$ cat config.mk
export PLATFORM = sky130hd
export DESIGN_NAME = matrix_multiply
export DESIGN_NICKNAME = d
export VERILOG_FILES = /design/src/rtl/mm_pkg.sv /design/src/rtl/matrix_multiply.sv /design/src/rtl/mm_ram.sv
export SDC_FILE = /design/constraint.sdc
export NUM_CORES = 2
export LEC_CHECK = 0
export BUFFER_PORTS_ARGS = -buffer_cell sky130_fd_sc_hd__buf_2
export CORE_MARGIN = 1.5
export CORE_UTILIZATION = 64
export CTS_BUF_LIST = sky130_fd_sc_hd__clkbuf_16
export DETAILED_ROUTE_END_ITERATION = 12
export MAX_ROUTING_LAYER = met4
export PLACE_DENSITY = 0.81
export SYNTH_ARGS = -nofsm -noshare
export SYNTH_HDL_FRONTEND = slang
export SYNTH_SLANG_ARGS = --single-unit
export TNS_END_PERCENT = 1
$ cat constraint.sdc
create_clock -name aclk -period 10.1 [get_ports aclk]
set_input_delay 0.505 -clock aclk [delete_from_list [all_inputs] [get_ports aclk]]
set_output_delay 0.505 -clock aclk [all_outputs]
set_load 0.01 [all_outputs]
$ cat src/rtl/mm_pkg.sv
// Shared widths, opcodes and register indexes for the matrix multiply block.
package mm_pkg;

    // Fixed field widths
    localparam int IDX_W   = 3;
    localparam int DIM_W   = 4;
    localparam int VALUE_W = 16;
    localparam int DOT_W   = 35;
    localparam int OP_W    = 2;

    // APB port widths
    localparam int APB_AW  = 4;
    localparam int APB_DW  = 32;

    typedef enum logic [OP_W-1:0] {
        OP_LOAD_A  = 2'd0,
        OP_LOAD_B  = 2'd1,
        OP_COMPUTE = 2'd2
    } opcode_t;

    typedef enum logic [1:0] {
        REG_ROWS_A    = 2'd0,
        REG_INNER_DIM = 2'd1,
        REG_COLS_B    = 2'd2
    } reg_idx_t;

endpackage

$ cat src/rtl/matrix_multiply.sv
// Top level of the integer matrix multiply block: stores, sequencer, MAC pipeline, APB.
//
// Load requests (opcode 0 writes A, opcode 1 writes B at row*MAX_DIM+col) are taken one
// per cycle and produce no result; loads outside MAX_DIM and opcode 3 are dropped. A
// compute request streams rows_a*cols_b results in row-major order, last set on the
// final one; dimensions of zero count as 1 and values above MAX_DIM as MAX_DIM. Each
// store is one RAM with a single read port, so a product element takes one read of each
// store per inner_dim term, then passes through read, multiply and hand-off: a compute
// request occupies the block until its final result enters the output register, and it
// stalls while m_ready holds a result back. New requests are taken only between
// compute runs, including while the final result still waits in the output register.
// Both stores read as zero after reset through per-entry valid flops, so no clearing
// pass is needed. Configuration goes through APB at byte addresses 0, 4 and 8.
module matrix_multiply
    import mm_pkg::*;
#(
    parameter int MAX_DIM   = 8,
    parameter int ELEM_BITS = 16
) (
    input  logic                      aclk,
    input  logic                      aresetn,
    // APB configuration
    input  logic                      psel,
    input  logic                      penable,
    input  logic                      pwrite,
    input  logic [APB_AW-1:0]         paddr,
    input  logic [APB_DW-1:0]         pwdata,
    output logic [APB_DW-1:0]         prdata,
    output logic                      pready,
    // request channel
    input  logic                      s_valid,
    output logic                      s_ready,
    input  logic [OP_W-1:0]           s_opcode,
    input  logic [IDX_W-1:0]          s_row,
    input  logic [IDX_W-1:0]          s_col,
    input  logic signed [VALUE_W-1:0] s_value,
    // result channel
    output logic                      m_valid,
    input  logic                      m_ready,
    output logic [IDX_W-1:0]          m_out_row,
    output logic [IDX_W-1:0]          m_out_col,
    output logic signed [DOT_W-1:0]   m_dot,
    output logic                      m_last
);

    localparam int DEPTH   = MAX_DIM * MAX_DIM;
    localparam int ADDR_W  = (DEPTH > 1) ? $clog2(DEPTH) : 1;
    localparam int PROD_W  = 2 * ELEM_BITS;
    localparam int AFULL_W = 2 * IDX_W + 1;
    localparam logic [DIM_W-1:0] MAX_D = DIM_W'(MAX_DIM);
    localparam logic [DIM_W-1:0] ONE_D = DIM_W'(1);

    typedef enum logic [1:0] {
        ST_IDLE,
        ST_ISSUE,
        ST_DRAIN,
        ST_PUSH
    } state_t;

    // Dimension clamp: zero counts as one, large values saturate
    function automatic logic [DIM_W-1:0] clamp_dim(input logic [DIM_W-1:0] d);
        if (d == '0) begin
            return ONE_D;
        end else if (d > MAX_D) begin
            return MAX_D;
        end
        return d;
    endfunction

    // Store address row*MAX_DIM+col
    function automatic logic [ADDR_W-1:0] elem_addr(input logic [IDX_W-1:0] r,
                                                    input logic [IDX_W-1:0] c);
        logic [AFULL_W-1:0] t;
        t = AFULL_W'(r) * AFULL_W'(MAX_DIM) + AFULL_W'(c);
        return t[ADDR_W-1:0];
    endfunction

    // Registers
    state_t                   state_reg, state_next;
    logic [DIM_W-1:0]         rows_a_reg, inner_dim_reg, cols_b_reg;
    logic [IDX_W-1:0]         i_reg, i_next, j_reg, j_next, k_reg, k_next;
    logic [DEPTH-1:0]         valid_a_reg, valid_b_reg;
    logic                     s1_vld_reg, s1_lastk_reg, va_reg, vb_reg;
    logic                     p_vld_reg, p_lastk_reg;
    logic signed [PROD_W-1:0] prod_reg;
    logic signed [DOT_W-1:0]  acc_reg, hold_reg, hold_next;
    logic                     m_valid_reg, m_valid_next;
    logic [IDX_W-1:0]         m_row_reg, m_row_next, m_col_reg, m_col_next;
    logic signed [DOT_W-1:0]  m_dot_reg, m_dot_next;
    logic                     m_last_reg, m_last_next;

    // Combinational signals
    logic [DIM_W-1:0]         m_dim, n_dim, p_dim;
    logic                     cfg_wr, in_accept, in_range, wr_a, wr_b;
    logic [ADDR_W-1:0]        wr_addr, rd_addr_a, rd_addr_b;
    logic [ELEM_BITS-1:0]     wr_elem, rd_data_a, rd_data_b;
    logic                     rd_en, i_last, j_last, k_last, done, out_free, m_load;
    logic signed [ELEM_BITS-1:0] a_op, b_op;
    logic signed [PROD_W-1:0] prod_full;
    logic signed [DOT_W-1:0]  prod_ext, sum;

    assign m_dim = clamp_dim(rows_a_reg);
    assign n_dim = clamp_dim(inner_dim_reg);
    assign p_dim = clamp_dim(cols_b_reg);

    // APB register file
    assign pready = 1'b1;
    assign cfg_wr = psel && penable && pwrite;

    always_comb begin
        unique case (reg_idx_t'(paddr[3:2]))
            REG_ROWS_A:    prdata = APB_DW'(rows_a_reg);
            REG_INNER_DIM: prdata = APB_DW'(inner_dim_reg);
            REG_COLS_B:    prdata = APB_DW'(cols_b_reg);
            default:       prdata = '0;
        endcase
    end

    // Load path: element wrapped or sign-extended to ELEM_BITS
    generate
        if (ELEM_BITS <= VALUE_W) begin : g_elem_trunc
            assign wr_elem = s_value[ELEM_BITS-1:0];
        end else begin : g_elem_sext
            assign wr_elem = {{(ELEM_BITS-VALUE_W){s_value[VALUE_W-1]}}, s_value};
        end
    endgenerate

    assign s_ready   = (state_reg == ST_IDLE);
    assign in_accept = s_valid && s_ready;
    assign in_range  = (DIM_W'(s_row) < MAX_D) && (DIM_W'(s_col) < MAX_D);
    assign wr_a      = in_accept && in_range && (opcode_t'(s_opcode) == OP_LOAD_A);
    assign wr_b      = in_accept && in_range && (opcode_t'(s_opcode) == OP_LOAD_B);
    assign wr_addr   = elem_addr(s_row, s_col);

    // Read side: A[i][k] and B[k][j]
    assign rd_en     = (state_reg == ST_ISSUE);
    assign rd_addr_a = elem_addr(i_reg, k_reg);
    assign rd_addr_b = elem_addr(k_reg, j_reg);

    mm_ram #(
        .WIDTH (ELEM_BITS),
        .DEPTH (DEPTH)
    ) u_left_store (
        .aclk    (aclk),
        .wr_en   (wr_a),
        .wr_addr (wr_addr),
        .wr_data (wr_elem),
        .rd_en   (rd_en),
        .rd_addr (rd_addr_a),
        .rd_data (rd_data_a)
    );

    mm_ram #(
        .WIDTH (ELEM_BITS),
        .DEPTH (DEPTH)
    ) u_right_store (
        .aclk    (aclk),
        .wr_en   (wr_b),
        .wr_addr (wr_addr),
        .wr_data (wr_elem),
        .rd_en   (rd_en),
        .rd_addr (rd_addr_b),
        .rd_data (rd_data_b)
    );

    // Multiply stage: unwritten entries read as zero
    assign a_op      = va_reg ? signed'(rd_data_a) : '0;
    assign b_op      = vb_reg ? signed'(rd_data_b) : '0;
    assign prod_full = a_op * b_op;

    // Product fitted to the dot width (wraps modulo 2^DOT_W)
    generate
        if (PROD_W >= DOT_W) begin : g_prod_trunc
            assign prod_ext = prod_reg[DOT_W-1:0];
        end else begin : g_prod_sext
            assign prod_ext = {{(DOT_W-PROD_W){prod_reg[PROD_W-1]}}, prod_reg};
        end
    endgenerate

    assign sum  = acc_reg + prod_ext;
    assign done = p_vld_reg && p_lastk_reg;

    assign i_last   = (DIM_W'(i_reg) == m_dim - ONE_D);
    assign j_last   = (DIM_W'(j_reg) == p_dim - ONE_D);
    assign k_last   = (DIM_W'(k_reg) == n_dim - ONE_D);
    assign out_free = !m_valid_reg || m_ready;

    // Sequencer next state
    always_comb begin
        state_next = state_reg;
        i_next     = i_reg;
        j_next     = j_reg;
        k_next     = k_reg;
        hold_next  = hold_reg;
        m_load     = 1'b0;
        unique case (state_reg)
            ST_IDLE: begin
                if (in_accept && (opcode_t'(s_opcode) == OP_COMPUTE)) begin
                    i_next     = '0;
                    j_next     = '0;
                    k_next     = '0;
                    state_next = ST_ISSUE;
                end
            end
            ST_ISSUE: begin
                if (k_last) begin
                    k_next     = '0;
                    state_next = ST_DRAIN;
                end else begin
                    k_next = k_reg + IDX_W'(1);
                end
            end
            ST_DRAIN: begin
                if (done) begin
                    hold_next  = sum;
                    state_next = ST_PUSH;
                end
            end
            ST_PUSH: begin
                if (out_free) begin
                    m_load = 1'b1;
                    if (i_last && j_last) begin
                        state_next = ST_IDLE;
                    end else begin
                        state_next = ST_ISSUE;
                        if (j_last) begin
                            j_next = '0;
                            i_next = i_reg + IDX_W'(1);
                        end else begin
                            j_next = j_reg + IDX_W'(1);
                        end
                    end
                end
            end
            default: state_next = ST_IDLE;
        endcase
    end

    // Output register
    always_comb begin
        m_valid_next = m_valid_reg;
        m_row_next   = m_row_reg;
        m_col_next   = m_col_reg;
        m_dot_next   = m_dot_reg;
        m_last_next  = m_last_reg;
        if (m_load) begin
            m_valid_next = 1'b1;
            m_row_next   = i_reg;
            m_col_next   = j_reg;
            m_dot_next   = hold_reg;
            m_last_next  = i_last && j_last;
        end else if (m_ready) begin
            m_valid_next = 1'b0;
        end
    end

    // State, pipeline and output registers
    always_ff @(posedge aclk) begin
        if (!aresetn) begin
            state_reg     <= ST_IDLE;
            rows_a_reg    <= DIM_W'(2);
            inner_dim_reg <= DIM_W'(2);
            cols_b_reg    <= DIM_W'(2);
            valid_a_reg   <= '0;
            valid_b_reg   <= '0;
            s1_vld_reg    <= 1'b0;
            p_vld_reg     <= 1'b0;
            acc_reg       <= '0;
            m_valid_reg   <= 1'b0;
        end else begin
            state_reg   <= state_next;
            s1_vld_reg  <= rd_en;
            p_vld_reg   <= s1_vld_reg;
            m_valid_reg <= m_valid_next;
            if (p_vld_reg) begin
                acc_reg <= p_lastk_reg ? '0 : sum;
            end
            if (wr_a) begin
                valid_a_reg[wr_addr] <= 1'b1;
            end
            if (wr_b) begin
                valid_b_reg[wr_addr] <= 1'b1;
            end
            if (cfg_wr) begin
                unique case (reg_idx_t'(paddr[3:2]))
                    REG_ROWS_A:    rows_a_reg    <= pwdata[DIM_W-1:0];
                    REG_INNER_DIM: inner_dim_reg <= pwdata[DIM_W-1:0];
                    REG_COLS_B:    cols_b_reg    <= pwdata[DIM_W-1:0];
                    default:       ;
                endcase
            end
        end
        // payload, no reset
        i_reg        <= i_next;
        j_reg        <= j_next;
        k_reg        <= k_next;
        hold_reg     <= hold_next;
        s1_lastk_reg <= k_last;
        p_lastk_reg  <= s1_lastk_reg;
        prod_reg     <= prod_full;
        m_row_reg    <= m_row_next;
        m_col_reg    <= m_col_next;
        m_dot_reg    <= m_dot_next;
        m_last_reg   <= m_last_next;
        if (rd_en) begin
            va_reg <= valid_a_reg[rd_addr_a];
            vb_reg <= valid_b_reg[rd_addr_b];
        end
    end

    assign m_valid   = m_valid_reg;
    assign m_out_row = m_row_reg;
    assign m_out_col = m_col_reg;
    assign m_dot     = m_dot_reg;
    assign m_last    = m_last_reg;

`ifndef NO_ASSERTIONS
    // a finished dot product only lands while the sequencer waits for it
    a_done_in_drain: assert property (@(posedge aclk) disable iff (!aresetn)
        done |-> (state_reg == ST_DRAIN))
        else $error("dot product completed outside drain");

    // the MAC pipeline is empty whenever new requests are taken
    a_idle_pipe_empty: assert property (@(posedge aclk) disable iff (!aresetn)
        (state_reg == ST_IDLE) |-> (!s1_vld_reg && !p_vld_reg))
        else $error("MAC pipeline busy while idle");

    // a compute request starts the read sweep in the next cycle
    a_compute_starts: assert property (@(posedge aclk) disable iff (!aresetn)
        (in_accept && (s_opcode == OP_COMPUTE)) |=> (state_reg == ST_ISSUE))
        else $error("compute request did not start");

    // last marks the bottom-right product element
    a_last_corner: assert property (@(posedge aclk) disable iff (!aresetn)
        (m_valid_reg && m_last_reg) |->
            ((DIM_W'(m_row_reg) == m_dim - ONE_D) && (DIM_W'(m_col_reg) == p_dim - ONE_D)))
        else $error("last flag on wrong element");
`endif

endmodule

$ cat src/rtl/mm_ram.sv
// Generic single-write, single-read synchronous RAM with registered read data.
module mm_ram #(
    parameter int WIDTH = 16,
    parameter int DEPTH = 64,
    localparam int ADDR_W = (DEPTH > 1) ? $clog2(DEPTH) : 1
) (
    input  logic              aclk,
    input  logic              wr_en,
    input  logic [ADDR_W-1:0] wr_addr,
    input  logic [WIDTH-1:0]  wr_data,
    input  logic              rd_en,
    input  logic [ADDR_W-1:0] rd_addr,
    output logic [WIDTH-1:0]  rd_data
);

    logic [WIDTH-1:0] mem [DEPTH];
    logic [WIDTH-1:0] rd_data_reg;

    // Write port and registered read port
    always_ff @(posedge aclk) begin
        if (wr_en) begin
            mem[wr_addr] <= wr_data;
        end
        if (rd_en) begin
            rd_data_reg <= mem[rd_addr];
        end
    end

    assign rd_data = rd_data_reg;

endmodule

* Word-level counts from Yosys, hierarchy flattened *
Memories as Yosys holds them, arrays and structs flattened. A register that Yosys moved wholly into a read port is not among the register bits.
Cells that the tools add are included.

cells by class
  add/sub/neg operators = 10
  multiply operators = 1
  order comparisons = 7
  equality and inequality tests = 16
  multiplexer cells = 50
  bitwise gates (word level) = 2
  reductions and logical operators = 28

operator list
  cell                                                        number
  OR 64 bit                                                   2
  two-way mux 4 bit                                           9
  adder 35 x 32 -> 35 bit                                     1
  two-way mux 35 bit                                          1
  multiplier 16 x 16 -> 32 bit                                1
  two-way mux 16 bit                                          2
  two-way mux 3 bit                                           8
  less-than comparator 6 x 7 -> 1 bit, second input constant  3
  adder 6 x 3 -> 6 bit                                        3
  two-way mux 1 bit                                           18
  one-hot mux 3 bit (2 select lines)                          3
  binary-select mux 1 bit (select 6 bit)                      2
  equality test 3 x 4 -> 1 bit                                3
  > comparator 4 bit, second input constant                   3
  logical NOT 4 bit                                           3
  one-hot mux 4 bit (3 select lines)                          1
  subtractor 4 x 1 -> 4 bit, second input constant            3
  AND reduction 2 bit                                         5
  adder 3 x 1 -> 3 bit, second input constant                 3
  logical AND 1 bit                                           9
  equality test 2 bit, second input constant                  4
  two-way mux 2 bit                                           4
  != test 2 bit, second input constant                        4
  one-hot mux 2 bit (4 select lines)                          1
  10 further kinds                                            18

storage, ports and cells
  register bits = 302
  memory bits (writable) = 2048
  input bits = 67
  output and inout port bits = 77
  logic and storage cells = 139
  memories kept = 2

memories
  memory             depth  bits a word  rd ports  clocked after Yosys merged registers in  write ports  RTL line      text
  u_left_store.mem   64     16           1         1                                        1            mm_ram.sv:16  logic [WIDTH-1:0] mem [DEPTH];
  u_right_store.mem  64     16           1         1                                        1            mm_ram.sv:16

* Longest topological paths before layout *
  depth after elaboration = 10
  mapped depth = 26
  depth with buffers taken out = 24

* Cells and area by module *
Synthesis repeated with hierarchy kept, for this count alone.

second synthesis, totals
  cells, all modules = 6017
  area, all modules = 103538.1 um2

by module, submodules not included
  module           times used  cells an instance  area each (um2)
  mm_ram           2           1829               40202.3
  matrix_multiply  1           2359               23133.4

* Least setup slack after synthesis *
Ideal clock, no wire load.

  kind = register to register
  start point = register va_reg
  end point = register prod_reg[25]
  library setup time = 0.072 ns
  arrival time = 6.211 ns
  data required time = 10.028 ns
  path slack = 3.817 ns
  stages on the path, launching flop included = 25
  buffers on the path = 2
  clock period less this slack = 6.283 ns
  cell sequence = edfxtp_1 -> clkbuf_1 -> clkbuf_1 -> nand2_1 -> nor2_1 -> fa_1 -> inv_1 -> fa_1 -> fa_1 -> fa_1 -> inv_1 -> fa_1 -> inv_1 -> fa_1 -> inv_1 -> ha_1 -> a21oi_1 -> o21bai_1 -> a211o_1 -> a21oi_1 -> o21ai_1 -> a221oi_1 -> o21ai_0 -> a21oi_1 -> xnor2_1

between the ends
  cells in the longest elaborated chain, start to end = 2

ends and longest elaborated chain
  what                          RTL line                text
  from (decl)                   matrix_multiply.sv:83   logic s1_vld_reg, s1_lastk_reg, va_reg, vb_reg;
  from (signal assigned)        matrix_multiply.sv:306  va_reg <= valid_a_reg[rd_addr_a];
  two-way mux 16 bit            matrix_multiply.sv:167  assign a_op = va_reg ? signed'(rd_data_a) : '0;
  multiplier 16 x 16 -> 32 bit  matrix_multiply.sv:169  assign prod_full = a_op * b_op;
  via prod_full[25]             matrix_multiply.sv:99   logic signed [PROD_W-1:0] prod_full;
  to (signal assigned)          matrix_multiply.sv:300  prod_reg <= prod_full;
  to (decl)                     matrix_multiply.sv:85   logic signed [PROD_W-1:0] prod_reg;

The timed path passes the listed nets, and every way through them passes these cells.
A chain may end at the register's enable or synchronous reset.

* Final worst setup path *
Same ends and word-level chain as after synthesis.

==> impl_results.md <==
- Cells taking the most area after synthesis: edfxtp_1 (64%), mux4_2 (16%), fa_1 (5.2%)
- Final core utilization: 0.713
- Required time of the critical path: 10,860 ps
- Share of cells above drive strength 1: 0.229
- CTS Buffer Depth: 3
- CP most frequent cell: fa_1
- Syn. warnings: 0
- Netlist cell types: 74
- Via density: 6.91
- Layout Nets: 5,923
- Post-CTS Setup Bufs: 0
- Largest net degree at the start of global routing: 154
- Synthesized cell area: 101,000 sq um
- Clk sinks: 2,382
- Clock Root Buffer: clkbuf_16
- Static leakage: 37.8 nW
- Worst path cell trace: and2_1, nand2_1, fa_1, fa_1, fa_1, inv_1, fa_1, fa_1, inv_1, fa_1, inv_1, ha_1, a21oi_1, o21bai_1, a211o_1, a21oi_1, o21ai_1, a221oi_1, o21ai_0, a21oi_1, xnor2_1
- Final Hold Fails: 0
- Clk_lat worst skew: 880 ps
- Total grt overflow: 0
- Num CTS Buffers: 218
- Die Span Y: 401 um
- Top_reg_cell synth: edfxtp_1
- Mean area per synthesized cell: 19.4 sq um
- Routed len/inst: 34.2 um
- Mapped Cells: 5,233
- Initial core utilization: 0.646
- CP Class: reg -> reg
- Maximum vdd drop: 235 uV
- I/O pin total: 144
- Vias in the first global route: 54,600
- Area grow syn2layout: 10.3%
- Synth Register Bits: 2,382
- Drt drc: 0
- Most frequent cells in the layout: edfxtp_1 (2,168), mux4_2 (714), inv_1 (390), nor2_1 (311), fa_1 (263)
- DRT iter0 DRCs: 7,959
- Crit path max fanout: 34
- Placed Area: 105,000 sq um
- Async S/R FF share, synth: 0
- Crit share post-route: 0.731
- Core Area: 157,000 sq um
- Area leader, netlist: edfxtp_1
- Outcome: completed
- CP Capture Type: flop
- Delay of the slowest critical-path stage: 930 ps
- Die ar.: 161,000 sq um
- Layout Cells excl Fill: 7,736
- Power Density: 262 nW/um^2
- Placed insts: 7,301
- Post-synth top area share: 0.643
- Design Area, Final: 112,000 sq um
- Pins Over Slew Limit: 0
- Initial antenna violation count: 18
- RSZ-0062 raised after global routing: false
- Setup TNS: 0 ps
- Slowest CP cell: edfxtp_1
- Slew @ Worst Pin: 1300 ps
- Hold crit path type: in -> reg
- Top flop regs: u_left_store.mem (1024), u_right_store.mem (1024)
- Max-cap violations: 0
- Final WS setup: 2720 ps
- CTS tree: done
- Post-route ant nets: 0
- EDFF count, synth: 2,168
- Worst slew margin: 0.137
- WL final: 265 mm
- Clock Skew: 85.4 ps
- CTS resizes: 0
- CP Launch Type: flop
- Commonest non-fill, non-tap cell in the layout: edfxtp_1
- Total GRT Usage: 0.339
- Total Power: 29.2 mW
- Buffers on Ports: 84
- H-tree level count: 4
- Hold slack: 52.8 ps
- Detailed Place HPWL: 142 mm
- Die Span X: 401 um
- DP Worst Slack: 2790 ps
- Endpoints failing setup: 0
- Sequential element share of the synthesized area: 0.685
- FP Rows: 145
- Tmin final: 7380 ps
- First-pass GRT wire length: 378 mm
- Fmax: 0.135 GHz
- Crit path DAT: 8150 ps
- DRT Pass-1 Iters: 12
- Gpl congestion: 0.935
- Vias: 53,500
- CTS clock-pin slew for the worst setup and hold paths: 60 ps
==> worst max-delay path, delay by kind of cell, from the launching register on <==
kind / cells / cell delay, ps
adders and majority gates: 7 / 3380
AOI/OAI and AO/OA: 8 / 2010
DFF: 1 / 930
and+or+nand+nor: 2 / 760
buffers and inverters: 3 / 140
xor gates and xnor gates: 1 / 130
==> where the power goes <==
group          switching, mW  leakage, nW  internal [mW]
clock                   3.77         3.69           4.44
combinational           5.58         12.9           4.24
sequential             0.135         21.2           11.1
==> cell usage after synthesis, types with 6 or more instances <==
cell      number
a211oi_1       6
a21o_1        16
a21oi_1       57
a22oi_1       21
a32o_1         6
and2_1        34
and3_1        11
buf_1         20
buf_2         50
buf_4         41
buf_6          7
clkbuf_1     157
dfxtp_1      214
edfxtp_1    2168
fa_1         263
ha_1         126
inv_1        330
mux2i_1       18
mux4_2       714
nand2_1      206
nand3_1       25
nand3b_1       8
nor2_1       320
nor2b_1       45
nor3_1        10
o211ai_1       7
o21a_1       143
o21ai_0       25
o21ai_1        6
o21bai_1      17
xnor2_1       53
xor2_1        24
==> worst paths after layout <==
path	slack, ps	startpoint	to	cells after the start
worst min register to register	330	s1_lastk_reg	p_lastk_reg	0
worst max register to register	2720	va_reg	prod_reg[25]	21
worst max-delay path	2720	va_reg	prod_reg[25]	21
worst min-delay path	50	m_ready	m_valid	3
==> metal layers <==
metal	wire, um	vias to the layer above	share of wire	track usage
met3	30300	798	0.11	0.0744
met4	13400	0	0.051	0.146
met5	0	-	0	-
met1	91200	27500	0.34	0.433
li1	-	20900	-	-
met2	130000	4260	0.49	0.533
==> logic make-up after synthesis <==
logic type,share of synthesized area
xor gates and xnor gates,0.00666
muxes,0.161
DFF,0.685
AOI/OAI and AO/OA,0.0252
other,0.0000741
and+or+nand+nor,0.0298
adders and majority gates,0.0675
buffers and inverters,0.0251
==> layout make-up <==
class                      count  area [sq um]
sequential                  2382         69400
fill                        8723         45000
multi-input combinational   2271         29500
clock buffer                 222          5560
tap                         2058          2570
timing repair buffer         262          1890
clock inverter               190          1540
inverter                     332          1250
antenna                       19          47.5
==> what timing repair did <==
action / CTS / global route
setup endpoints to repair: 0 / 0
endpoints found under the hold margin: 12 / 0
hold buffers: 4 / 0
(Power assumes the default switching activity.)
